<file path="src/rtl/core/balance_tick_supervisor_unit_defines.svh">
// Assertion macros shared by the balance tick supervisor RTL.
`ifndef BALANCE_TICK_SUPERVISOR_UNIT_DEFINES_SVH
`define BALANCE_TICK_SUPERVISOR_UNIT_DEFINES_SVH

// same-cycle implication, disabled during reset
`define BTS_ASSERT_NOW(lbl, clk, rst_n, ante, cons, msg) \
    lbl: assert property (@(posedge clk) disable iff (!rst_n) (ante) |-> (cons)) \
        else $error(msg);

// next-cycle implication, disabled during reset
`define BTS_ASSERT_NEXT(lbl, clk, rst_n, ante, cons, msg) \
    lbl: assert property (@(posedge clk) disable iff (!rst_n) (ante) |=> (cons)) \
        else $error(msg);

`endif

</file>
<file path="src/rtl/core/bts_pkg.sv">
// Package: types and constants of the balance tick supervisor.
`timescale 1ns / 1ps
package bts_pkg;

    localparam int unsigned IN_TDATA_W  = 24;
    localparam int unsigned OUT_TDATA_W = 40;
    localparam int unsigned CFG_IDX_W   = 3;
    localparam int unsigned CFG_DATA_W  = 16;

    localparam logic [CFG_IDX_W-1:0] REG_INTEGRATION_TIME = 3'd0;
    localparam logic [CFG_IDX_W-1:0] REG_STAND_ANGLE_MIN  = 3'd1;
    localparam logic [CFG_IDX_W-1:0] REG_STAND_ANGLE_MAX  = 3'd2;
    localparam logic [CFG_IDX_W-1:0] REG_ANGLE_SETPOINT   = 3'd3;
    localparam logic [CFG_IDX_W-1:0] REG_TARGET_SPEED     = 3'd4;

    localparam logic [4:0]         RST_INTEGRATION_TIME = 5'd2;
    localparam logic signed [15:0] RST_STAND_ANGLE_MIN  = 16'sd2000;
    localparam logic signed [15:0] RST_STAND_ANGLE_MAX  = 16'sd7300;
    localparam logic signed [15:0] RST_ANGLE_SETPOINT   = 16'sd4500;
    localparam logic [14:0]        RST_TARGET_SPEED     = 15'd4000;

    localparam logic [5:0]         TICK_MS      = 6'd2;
    localparam logic signed [16:0] UPRIGHT_BAND = 17'sd500;
    localparam logic [14:0]        START_SPEED  = 15'd2000;
    localparam logic [15:0]        RAMP_STEP    = 16'd3;

    typedef struct packed {
        logic [4:0]         integration_time;
        logic signed [15:0] stand_angle_min;
        logic signed [15:0] stand_angle_max;
        logic signed [15:0] angle_setpoint;
        logic [14:0]        target_speed;
    } cfg_t;

    typedef struct packed {
        logic [5:0]  camera_ms;
        logic [5:0]  speed_ms;
        logic        stand_flag;
        logic        start_flag;
        logic        stand_permit;
        logic        start_permit;
        logic [14:0] speed_ramp;
    } state_t;

    typedef struct packed {
        logic               stop_request;
        logic               start_arm;
        logic               stand_arm;
        logic signed [15:0] car_angle;
    } tick_in_t;

    typedef struct packed {
        logic        clear_speed_loop;
        logic [14:0] speed_setpoint;
        logic        started;
        logic        standing;
        logic        motor_enable;
        logic [5:0]  speed_phase_ms;
        logic [5:0]  camera_phase_ms;
        logic        speed_control_due;
        logic        capture_frame;
        logic        start_integration;
    } tick_out_t;

endpackage

</file>
<file path="src/rtl/core/bts_step.sv">
// Tick step logic: phase counters, fall/stand supervision, ramp and motor gate.
`timescale 1ns / 1ps
module bts_step
    import bts_pkg::*;
#(
    parameter int unsigned DIRECTION_PERIOD_MS = 10,
    parameter int unsigned SPEED_PERIOD_MS     = 40
) (
    input  cfg_t      cfg,
    input  state_t    cur,
    input  tick_in_t  tick,
    output state_t    nxt,
    output tick_out_t res
);

    localparam logic [5:0] DIR_PERIOD = 6'(DIRECTION_PERIOD_MS);
    localparam logic [5:0] SPD_PERIOD = 6'(SPEED_PERIOD_MS);

    logic [5:0]         cam_sum;
    logic [5:0]         spd_sum;
    logic [5:0]         lead;
    logic               fall;
    logic signed [16:0] diff;
    logic               near;
    logic [15:0]        ramp_inc;
    logic               st;

    always_comb begin
        nxt = cur;
        res = '0;

        nxt.stand_permit = cur.stand_permit | tick.stand_arm;
        nxt.start_permit = cur.start_permit | tick.start_arm;

        cam_sum = 6'(cur.camera_ms + TICK_MS);
        spd_sum = 6'(cur.speed_ms + TICK_MS);
        lead    = 6'(DIR_PERIOD - {1'b0, cfg.integration_time});
        res.start_integration = ({1'b0, cfg.integration_time} <= DIR_PERIOD)
                                && (lead == cam_sum);
        res.capture_frame     = (cam_sum >= DIR_PERIOD);
        res.speed_control_due = (spd_sum >= SPD_PERIOD);
        nxt.camera_ms = res.capture_frame ? 6'd0 : cam_sum;
        nxt.speed_ms  = res.speed_control_due ? 6'd0 : spd_sum;

        fall = (tick.car_angle < cfg.stand_angle_min)
               || (tick.car_angle > cfg.stand_angle_max);
        diff = 17'(tick.car_angle) - 17'(cfg.angle_setpoint);
        near = (diff < UPRIGHT_BAND) && (diff > -UPRIGHT_BAND);
        ramp_inc = {1'b0, cur.speed_ramp} + RAMP_STEP;
        st = cur.stand_flag;

        if (fall) begin
            st                   = 1'b0;
            nxt.start_flag       = 1'b0;
            nxt.stand_permit     = 1'b0;
            nxt.start_permit     = 1'b0;
            nxt.speed_ramp       = '0;
            res.clear_speed_loop = 1'b1;
        end else begin
            if (!cur.stand_flag) begin
                if (near) begin
                    if (nxt.stand_permit) begin
                        st = 1'b1;
                    end
                end else begin
                    res.clear_speed_loop = 1'b1;
                end
            end
            if (st && nxt.start_permit) begin
                if (!cur.start_flag) begin
                    nxt.start_flag = 1'b1;
                    nxt.speed_ramp = START_SPEED;
                end else if (ramp_inc > {1'b0, cfg.target_speed}) begin
                    nxt.speed_ramp = cfg.target_speed;
                end else begin
                    nxt.speed_ramp = ramp_inc[14:0];
                end
            end
        end

        res.motor_enable = st && !tick.stop_request;
        nxt.stand_flag   = res.motor_enable;

        res.camera_phase_ms = nxt.camera_ms;
        res.speed_phase_ms  = nxt.speed_ms;
        res.standing        = nxt.stand_flag;
        res.started         = nxt.start_flag;
        res.speed_setpoint  = nxt.speed_ramp;
    end

endmodule

</file>
<file path="src/rtl/core/balance_tick_supervisor_unit.sv">
// Top level: balance tick supervisor with input and result registers.
//
//  channel   direction  payload (tdata, lowest bit first)
//  s_axis    in         car_angle[15:0] stand_arm[16] start_arm[17] stop_request[18]
//  m_axis    out        34 result bits, see m_tdata
//  cfg       in         cfg_we / cfg_index / cfg_wdata, write only
//
// One tick per cycle unless m_tready stalls: a transfer lands in the input register,
// the step logic runs on it and loads the result register when that stage advances.
// Stalls on m_tready hold both stages; s_tready drops only when both are full.
// aresetn is synchronous; it restores the config reset values and the state.
`timescale 1ns / 1ps
`include "balance_tick_supervisor_unit_defines.svh"
module balance_tick_supervisor_unit
    import bts_pkg::*;
#(
    parameter int unsigned DIRECTION_PERIOD_MS = 10,
    parameter int unsigned SPEED_PERIOD_MS     = 40
) (
    input  logic                   aclk,
    input  logic                   aresetn,
    input  logic                   cfg_we,
    input  logic [CFG_IDX_W-1:0]   cfg_index,
    input  logic [CFG_DATA_W-1:0]  cfg_wdata,
    input  logic                   s_tvalid,
    output logic                   s_tready,
    // car_angle[15:0], stand_arm[16], start_arm[17], stop_request[18], zero[23:19]
    input  logic [IN_TDATA_W-1:0]  s_tdata,
    output logic                   m_tvalid,
    input  logic                   m_tready,
    // start_integration[0], capture_frame[1], speed_control_due[2],
    // camera_phase_ms[8:3], speed_phase_ms[14:9], motor_enable[15], standing[16],
    // started[17], speed_setpoint[32:18], clear_speed_loop[33], zero[39:34]
    output logic [OUT_TDATA_W-1:0] m_tdata
);

    cfg_t      cfg_reg;
    state_t    state_reg;
    state_t    state_next;
    tick_in_t  in_reg;
    logic      in_valid_reg;
    tick_out_t out_reg;
    tick_out_t out_next;
    logic      out_valid_reg;
    logic      advance;

    assign advance  = !out_valid_reg || m_tready;
    assign s_tready = !in_valid_reg || advance;
    assign m_tvalid = out_valid_reg;
    assign m_tdata  = {6'd0, out_reg};

    bts_step #(
        .DIRECTION_PERIOD_MS(DIRECTION_PERIOD_MS),
        .SPEED_PERIOD_MS    (SPEED_PERIOD_MS)
    ) u_step (
        .cfg (cfg_reg),
        .cur (state_reg),
        .tick(in_reg),
        .nxt (state_next),
        .res (out_next)
    );

    always_ff @(posedge aclk) begin
        if (!aresetn) begin
            cfg_reg.integration_time <= RST_INTEGRATION_TIME;
            cfg_reg.stand_angle_min  <= RST_STAND_ANGLE_MIN;
            cfg_reg.stand_angle_max  <= RST_STAND_ANGLE_MAX;
            cfg_reg.angle_setpoint   <= RST_ANGLE_SETPOINT;
            cfg_reg.target_speed     <= RST_TARGET_SPEED;
        end else if (cfg_we) begin
            unique case (cfg_index)
                REG_INTEGRATION_TIME: cfg_reg.integration_time <= cfg_wdata[4:0];
                REG_STAND_ANGLE_MIN:  cfg_reg.stand_angle_min  <= cfg_wdata;
                REG_STAND_ANGLE_MAX:  cfg_reg.stand_angle_max  <= cfg_wdata;
                REG_ANGLE_SETPOINT:   cfg_reg.angle_setpoint   <= cfg_wdata;
                REG_TARGET_SPEED:     cfg_reg.target_speed     <= cfg_wdata[14:0];
                default: ;
            endcase
        end
    end

    always_ff @(posedge aclk) begin
        if (!aresetn) begin
            state_reg.camera_ms    <= '0;
            state_reg.speed_ms     <= '0;
            state_reg.stand_flag   <= 1'b1;
            state_reg.start_flag   <= 1'b0;
            state_reg.stand_permit <= 1'b0;
            state_reg.start_permit <= 1'b0;
            state_reg.speed_ramp   <= '0;
            in_valid_reg           <= 1'b0;
            out_valid_reg          <= 1'b0;
        end else begin
            if (s_tready) begin
                in_valid_reg <= s_tvalid;
            end
            if (advance) begin
                out_valid_reg <= in_valid_reg;
                if (in_valid_reg) begin
                    state_reg <= state_next;
                end
            end
        end
    end

    always_ff @(posedge aclk) begin
        if (s_tvalid && s_tready) begin
            in_reg <= s_tdata[$bits(tick_in_t)-1:0];
        end
        if (advance && in_valid_reg) begin
            out_reg <= out_next;
        end
    end

    `BTS_ASSERT_NEXT(a_stage_moves, aclk, aresetn, in_valid_reg && advance, m_tvalid,
        "processed transfer did not reach the result register")
    `BTS_ASSERT_NEXT(a_in_loaded, aclk, aresetn, s_tvalid && s_tready, in_valid_reg,
        "accepted transfer not held in the input register")
    `BTS_ASSERT_NOW(a_motor_stand, aclk, aresetn, m_tvalid && out_reg.motor_enable,
        out_reg.standing, "motor enabled while not standing")
    `BTS_ASSERT_NOW(a_capture_phase, aclk, aresetn, m_tvalid && out_reg.capture_frame,
        out_reg.camera_phase_ms == 6'd0, "camera phase not cleared on capture")

endmodule

</file>
<file path="config.mk">
export PLATFORM = sky130hd
export DESIGN_NAME = balance_tick_supervisor_unit
export DESIGN_NICKNAME = d
export VERILOG_FILES = /design/src/rtl/core/bts_pkg.sv /design/src/rtl/core/bts_step.sv /design/src/rtl/core/balance_tick_supervisor_unit.sv
export VERILOG_INCLUDE_DIRS = /design/src /design/src/rtl/core
export SDC_FILE = /design/constraint.sdc
export NUM_CORES = 1
export LEC_CHECK = 0
export ABC_AREA = 1
export ABC_CLOCK_PERIOD_IN_PS = 6100
export CAP_MARGIN = 20
export CORE_UTILIZATION = 33
export DETAILED_ROUTE_END_ITERATION = 6
export DONT_BUFFER_PORTS = 1
export GPL_TIMING_DRIVEN = 0
export SETUP_SLACK_MARGIN = 0.02
export SLEW_MARGIN = 5
export SYNTH_ARGS = -nofsm -noshare
export SYNTH_HDL_FRONTEND = slang
export SYNTH_SLANG_ARGS = --single-unit
</file>
<file path="constraint.sdc">
create_clock -name aclk -period 6.1 [get_ports aclk]
set_clock_uncertainty 0.1 [all_clocks]
set_input_delay 1.22 -clock aclk [delete_from_list [all_inputs] [get_ports aclk]]
set_output_delay 1.22 -clock aclk [all_outputs]
set_load 0.1 [all_outputs]
</file>
==> results of run 1 <==
==> critical path, stage by stage (launching register included) <==
cell      delay, ns
dfxtp_1        0.42
inv_1          0.08
ha_1           0.23
nor3_1         0.30
nand2_1        0.14
nor2_1         0.22
nand3_1        0.16
nor2_1         0.21
nand3_1        0.10
nand2_1        0.10
inv_1          0.05
ha_1           0.28
nand3_1        0.10
nor2_1         0.14
nand2_1        0.08
nand2_1        0.08
clkbuf_1       0.34
nand3_1        0.12
nand2_1        0.08
inv_1          0.04
nand2_1        0.04
nand4_1        0.11
nand3_1        0.15
inv_1          0.06
==> worst paths after layout <==
kind / end / slack (ns) / startpoint / cells after the start
hold reg to reg: state_reg[30]$_SDFFE_PN0P_ / 0.35 / state_reg[30]$_SDFFE_PN0P_ / 2
setup reg to reg: m_tdata[31]$_DFFE_PP_ / 2.13 / state_reg[0]$_SDFFE_PN0P_ / 23
setup / recovery: m_tdata[31]$_DFFE_PP_ / 2.13 / state_reg[0]$_SDFFE_PN0P_ / 23
hold / removal: state_reg[30]$_SDFFE_PN0P_ / 0.35 / state_reg[30]$_SDFFE_PN0P_ / 2
==> power by group through the flow <==
stage,combinational (mW),sequential (mW),clock (mW)
floorplan,0.308,1.23,0
global placement,0.381,1.24,0
detailed placement,0.392,1.24,0
CTS,0.395,1.22,1.09
global route,0.453,1.23,1.13
finish,0.393,1.22,1.07
==> layer usage <==
metal / up-vias / part of all wire / global-route usage / routed length [microns]
met4: 0 / 0.0097 / 0.0459 / 215
met5: - / 0 / 0 / 0
met2: 142 / 0.49 / 0.301 / 10800
li1: 3850 / - / - / -
met1: 3311 / 0.45 / 0.209 / 10000
met3: 21 / 0.046 / 0.0321 / 1020
==> cells in the final DEF (no fill, tap or decap), drive strengths merged, types with 2 or more instances in the layout <==
cell type    n
nand4       24
inv        199
ha          67
buf         13
dfxtp      101
clkbuf      51
o211ai      22
or2          5
clkinv       4
xor2        15
conb         8
nand3       77
nand3b       4
edfxtp      52
nor3        13
a21oi      112
clkinvlp     2
o21ai       90
xnor2        2
nor2        89
nand2      238
==> final cells by class <==
type                       instances  share of cell area
sequential                       153               0.367
timing repair buffer               1             0.00282
inverter                         190              0.0730
tap                              335              0.0429
clock buffer                      17              0.0436
multi-input combinational        773               0.432
clock inverter                    15              0.0173
buffer                            46              0.0218
==> logic make-up after synthesis <==
logic type      count (synthesis)  share of synthesized area
compound gates                229                      0.140
xor+xnor                       17                     0.0171
fa+ha+maj                      68                     0.0987
buf+inv                       236                      0.106
flops                         153                      0.412
other cells                     1                   0.000431
simple gates                  451                      0.225
==> impl_metrics.env, run 1 <==
export IMPL_status="complete, no violations"
export IMPL_cts_root_buffer="clkbuf_16"
export IMPL_switching_power_mw=0.900
export IMPL_timing_max_transition_violations_final=0
export IMPL_cts_tree="yes"
export IMPL_yosys_most_used_dff="dfxtp_1"
export IMPL_dr_pass1_iters=5
export IMPL_async_reset_ff_frac=0
export IMPL_power_total_mw=2.69
export IMPL_die_w_microns=164
export IMPL_grt_overflow=0
export IMPL_grt_pass1_wl_microns=35300
export IMPL_swShare=0.335
export IMPL_hpwl_microns=17100
export IMPL_worst_slew_pin_slew_ns=1.09
export IMPL_yosysWarningCount=0
export IMPL_max_freq_ghz=0.252
export IMPL_routabilityCongestion=0.880
export IMPL_antenna_found_initial=0
export IMPL_critPathCaptureType="register"
export IMPL_grt_pass1_vias=7067
export IMPL_cts_sinks=153
export IMPL_power_density_nw_per_um2=275
export IMPL_dp_cells=1498
export IMPL_synth_seq_cells=153
export IMPL_hold_path_class="reg2reg"
export IMPL_htreeDepth=4
export IMPL_syn_inst=1155
export IMPL_yosys_top_cells_area="dfxtp_1, edfxtp_1, nand2_1"
export IMPL_largest_reg_flops=68
export IMPL_post_cts_buffers=0
export IMPL_grt_total_usage=0.170
export IMPL_grt_max_degree=24
export IMPL_path_clk_slew_ns=0.07
export IMPL_ant_nets=0
export IMPL_hold_ws_ns=0.351
export IMPL_fin_util=0.376
export IMPL_setup_ws_ns=2.13
export IMPL_synthesis_area_sq_um=8700
export IMPL_layout_nets=1298
export IMPL_numCtsBuffers=17
export IMPL_fill_cells=2701
export IMPL_initial_core_util=0.335
export IMPL_portBuffers=0
export IMPL_seq_power_share=0.454
export IMPL_power_internal_mw=1.79
export IMPL_comb_power_share=0.146
export IMPL_rows=59
export IMPL_yosysTopAreaCellShare=0.233
export IMPL_rsz0062_at_grt="no"
export IMPL_critical_path_class="reg2reg"
export IMPL_final_setup_tns_ns=0
export IMPL_vias=7324
export IMPL_cts_buffer_depth=2
export IMPL_post_place_ws_ns=2.22
export IMPL_ys_seq_area_frac=0.412
export IMPL_slew_headroom=0.274
export IMPL_design_area_sq_um=9760
export IMPL_synth_edf_count=52
export IMPL_cellLeakagePower_nw=4.48
export IMPL_synth_most_common_cell="nand2_1"
export IMPL_worst_setup_path_start_kind="register"
export IMPL_clk_latency_ns=0.44
export IMPL_routed_via_density=4.79
export IMPL_die_y_microns=164
export IMPL_avgSynthCellArea_sq_um=7.53
export IMPL_ir_drop_uv=146
export IMPL_drt_initial_drc_count=437
export IMPL_cap_violations=0
export IMPL_wire_per_inst_microns=14.4
export IMPL_min_period_over_period=0.651
export IMPL_register_area_sq_um=3580
export IMPL_multi_input_area_sq_um=4210
export IMPL_setup_violations=0
export IMPL_cts_hold_buffers_added=0
export IMPL_drive_gt1_frac=0.0594
export IMPL_coreArea_sq_um=26000
export IMPL_min_period_ns=3.97
export IMPL_ios=90
export IMPL_n_antenna_cell=0
export IMPL_crit_path_max_fanout=10
export IMPL_synthTopCellsByCount="nand2_1, inv_1, a21oi_1, dfxtp_1"
export IMPL_synth_distinct_cells=36
export IMPL_clock_power_share=0.399
export IMPL_hold_viol_final=0
export IMPL_cp_data_required_time_ns=6.21
export IMPL_place_area_sq_um=9170
export IMPL_cts_resized_gates=0
export IMPL_crit_arrival_ns=4.08
export IMPL_fin_cells=1530
export IMPL_die_area_sq_um=27000
export IMPL_post_route_drc_count=0
export IMPL_routed_wl_microns=22100
export IMPL_synth_largest_area_cell="dfxtp_1"
export IMPL_syn2layout_area_growth_pct=12.3
(Power assumes the default switching activity.)
==> inputs of run 2 (changes only) <==
--- a/config.mk
+++ b/config.mk
@@ -7,7 +7,7 @@
 export NUM_CORES = 1
 export LEC_CHECK = 0
 export ABC_AREA = 1
-export ABC_CLOCK_PERIOD_IN_PS = 6100
+export ABC_CLOCK_PERIOD_IN_PS = 3800
 export CAP_MARGIN = 20
 export CORE_UTILIZATION = 33
 export DETAILED_ROUTE_END_ITERATION = 6
==> constraint.sdc (replaced) <==
create_clock -name aclk -period 3.8 [get_ports aclk]
set_clock_uncertainty 0.1 [all_clocks]
set_input_delay 0.76 -clock aclk [delete_from_list [all_inputs] [get_ports aclk]]
set_output_delay 0.76 -clock aclk [all_outputs]
set_load 0.1 [all_outputs]
==> run 2 against run 1 <==
Sequential share of layout area decreased by 0.13 points. Worst hold slack lost 0.044 ns. Flip-flop and latch count is the same. Total power increased by 61%. Count of clock-buffer cells in the layout did not move. Worst setup slack lost 1.8 ns. Critical path depth did not move. Non-clock buffer count grew 1. Maximum frequency rose by 14%. Clock power grew 62%.
==> impl_metrics.env, run 2 (same netlist as run 1, synthesis figures left out) <==
export IMPL_status="complete, no violations"
export IMPL_grt_total_usage=0.170
export IMPL_routed_via_density=4.79
export IMPL_hold_viol_final=0
export IMPL_crit_path_max_fanout=10
export IMPL_final_setup_tns_ns=0
export IMPL_setup_ws_ns=0.309
export IMPL_worst_setup_path_start_kind="register"
export IMPL_largest_reg_flops=68
export IMPL_layout_common_cells="nand2_1, inv_1, a21oi_1"
export IMPL_swShare=0.335
export IMPL_ir_drop_uv=235
export IMPL_grt_pass1_wl_microns=35300
export IMPL_grt_pass1_vias=7067
export IMPL_htreeDepth=4
export IMPL_fin_util=0.377
export IMPL_drive_gt1_frac=0.0686
export IMPL_fill_cells=2696
export IMPL_switching_power_mw=1.45
export IMPL_clock_power_share=0.399
export IMPL_wire_per_inst_microns=14.4
export IMPL_setup_violations=0
export IMPL_post_route_drc_count=0
export IMPL_slew_headroom=0.274
export IMPL_initial_core_util=0.335
export IMPL_crit_arrival_ns=3.60
export IMPL_cap_violations=0
export IMPL_portBuffers=0
export IMPL_routed_wl_microns=22100
export IMPL_comb_power_share=0.147
export IMPL_hpwl_microns=17100
export IMPL_layout_nets=1299
export IMPL_grt_overflow=0
export IMPL_ios=90
export IMPL_critical_path_class="reg2reg"
export IMPL_numCtsBuffers=17
export IMPL_grt_max_degree=24
export IMPL_cp_data_required_time_ns=3.91
export IMPL_max_freq_ghz=0.286
export IMPL_min_period_over_period=0.919
export IMPL_die_y_microns=164
export IMPL_post_place_ws_ns=-0.0844
export IMPL_mostFrequentLayoutCell="nand2_1"
export IMPL_cts_root_buffer="clkbuf_16"
export IMPL_place_area_sq_um=9170
export IMPL_rows=59
export IMPL_die_area_sq_um=27000
export IMPL_min_period_ns=3.49
export IMPL_coreArea_sq_um=26000
export IMPL_power_internal_mw=2.87
export IMPL_vias=7329
export IMPL_critPathCaptureType="register"
export IMPL_power_density_nw_per_um2=441
export IMPL_worst_slew_pin_slew_ns=1.09
export IMPL_rsz0062_at_grt="no"
export IMPL_dr_pass1_iters=5
export IMPL_path_clk_slew_ns=0.08
export IMPL_cts_sinks=153
export IMPL_design_area_sq_um=9800
export IMPL_ant_nets=0
export IMPL_clk_latency_ns=0.44
export IMPL_seq_power_share=0.454
export IMPL_syn2layout_area_growth_pct=12.7
export IMPL_timing_max_transition_violations_final=0
export IMPL_antenna_found_initial=0
export IMPL_n_antenna_cell=0
export IMPL_routabilityCongestion=0.880
export IMPL_cellLeakagePower_nw=4.49
export IMPL_drt_initial_drc_count=422
export IMPL_cts_buffer_depth=2
export IMPL_die_w_microns=164
export IMPL_cts_tree="yes"
export IMPL_hold_path_class="in2reg"
-- run 2: cell types whose count changed in the layout (fill, tap and decap cells not counted), sizes merged --
cell  delta
buf      +1
-- run 2: area by class of cell --
type / instances / area [sq um] / share of cell area
buffer: 46 / 215 / 0.0220
clock buffer: 17 / 425 / 0.0434
clock inverter: 15 / 169 / 0.0172
inverter: 190 / 713 / 0.0728
multi-input combinational: 773 / 4240 / 0.433
sequential: 153 / 3580 / 0.366
tap: 335 / 419 / 0.0428
timing repair buffer: 2 / 35.0 / 0.00357
-- run 2: metal layers --
layer | global-route usage | vias to the layer above | part of all wire
li1 | - | 3846 | -
met1 | 0.209 | 3320 | 0.45
met2 | 0.301 | 142 | 0.49
met3 | 0.0321 | 21 | 0.047
met4 | 0.0459 | 0 | 0.0096
met5 | 0 | - | 0
-- run 2: what timing repair did --
item                       CTS  global route
hold buffers                 0             0
buffers inserted             0             1
gates resized for setup      2             9
pin swaps                    0             1
gates cloned                 0             0
setup endpoints to repair   13            30
-- run 2: power groups by stage --
| stage | logic (mW) | clock network (mW) | registers [mW] |
|---|---|---|---|
| final | 0.635 | 1.73 | 1.96 |
| after global routing | 0.730 | 1.82 | 1.97 |
| after CTS | 0.635 | 1.76 | 1.96 |
| after detailed placement | 0.629 | 0 | 2.00 |
| after global placement | 0.612 | 0 | 2.00 |
| after floorplan | 0.495 | 0 | 1.98 |
-- run 2: worst paths after layout --
kind                                            startpoint                          to  slack, ns  cells past startpoint
worst max-delay path             state_reg[0]$_SDFFE_PN0P_       m_tdata[26]$_DFFE_PP_       0.31                     23
worst min-delay path                           s_tdata[18]        in_reg[18]$_DFFE_PP_       0.31                      0
worst min register to register  state_reg[30]$_SDFFE_PN0P_  state_reg[30]$_SDFFE_PN0P_       0.35                      2
worst max register to register   state_reg[0]$_SDFFE_PN0P_       m_tdata[26]$_DFFE_PP_       0.31                     23
-- run 2: stage by stage --
stage / power (mW) / hold WS, ns / std cells
floorplan: 2.47 / 0.327 / 1162
global placement: 2.61 / 0.338 / 1497
detailed placement: 2.63 / 0.339 / 1498
CTS: 4.35 / 0.297 / 1530
global route: 4.52 / 0.300 / 1531
finish: 4.32 / 0.306 / 1531
-- run 2: critical path, stage by stage (launching register included) --
cell and delay [ns]:
dfxtp_2 0.38, inv_1 0.07, ha_1 0.23, nor3_2 0.20, nand2_1 0.12, nor2_2 0.16
nand3_1 0.14, nor2_2 0.16, nand3_1 0.09, nand2_1 0.10, inv_1 0.05, ha_1 0.28
nand3_1 0.11, nor2_2 0.12, nand2_1 0.07, nand2_1 0.08, nand2_1 0.06, buf_2 0.18
nand2_1 0.07, nand2_1 0.05, nor2_1 0.10, nand4_1 0.14, nand3_1 0.15, inv_1 0.05
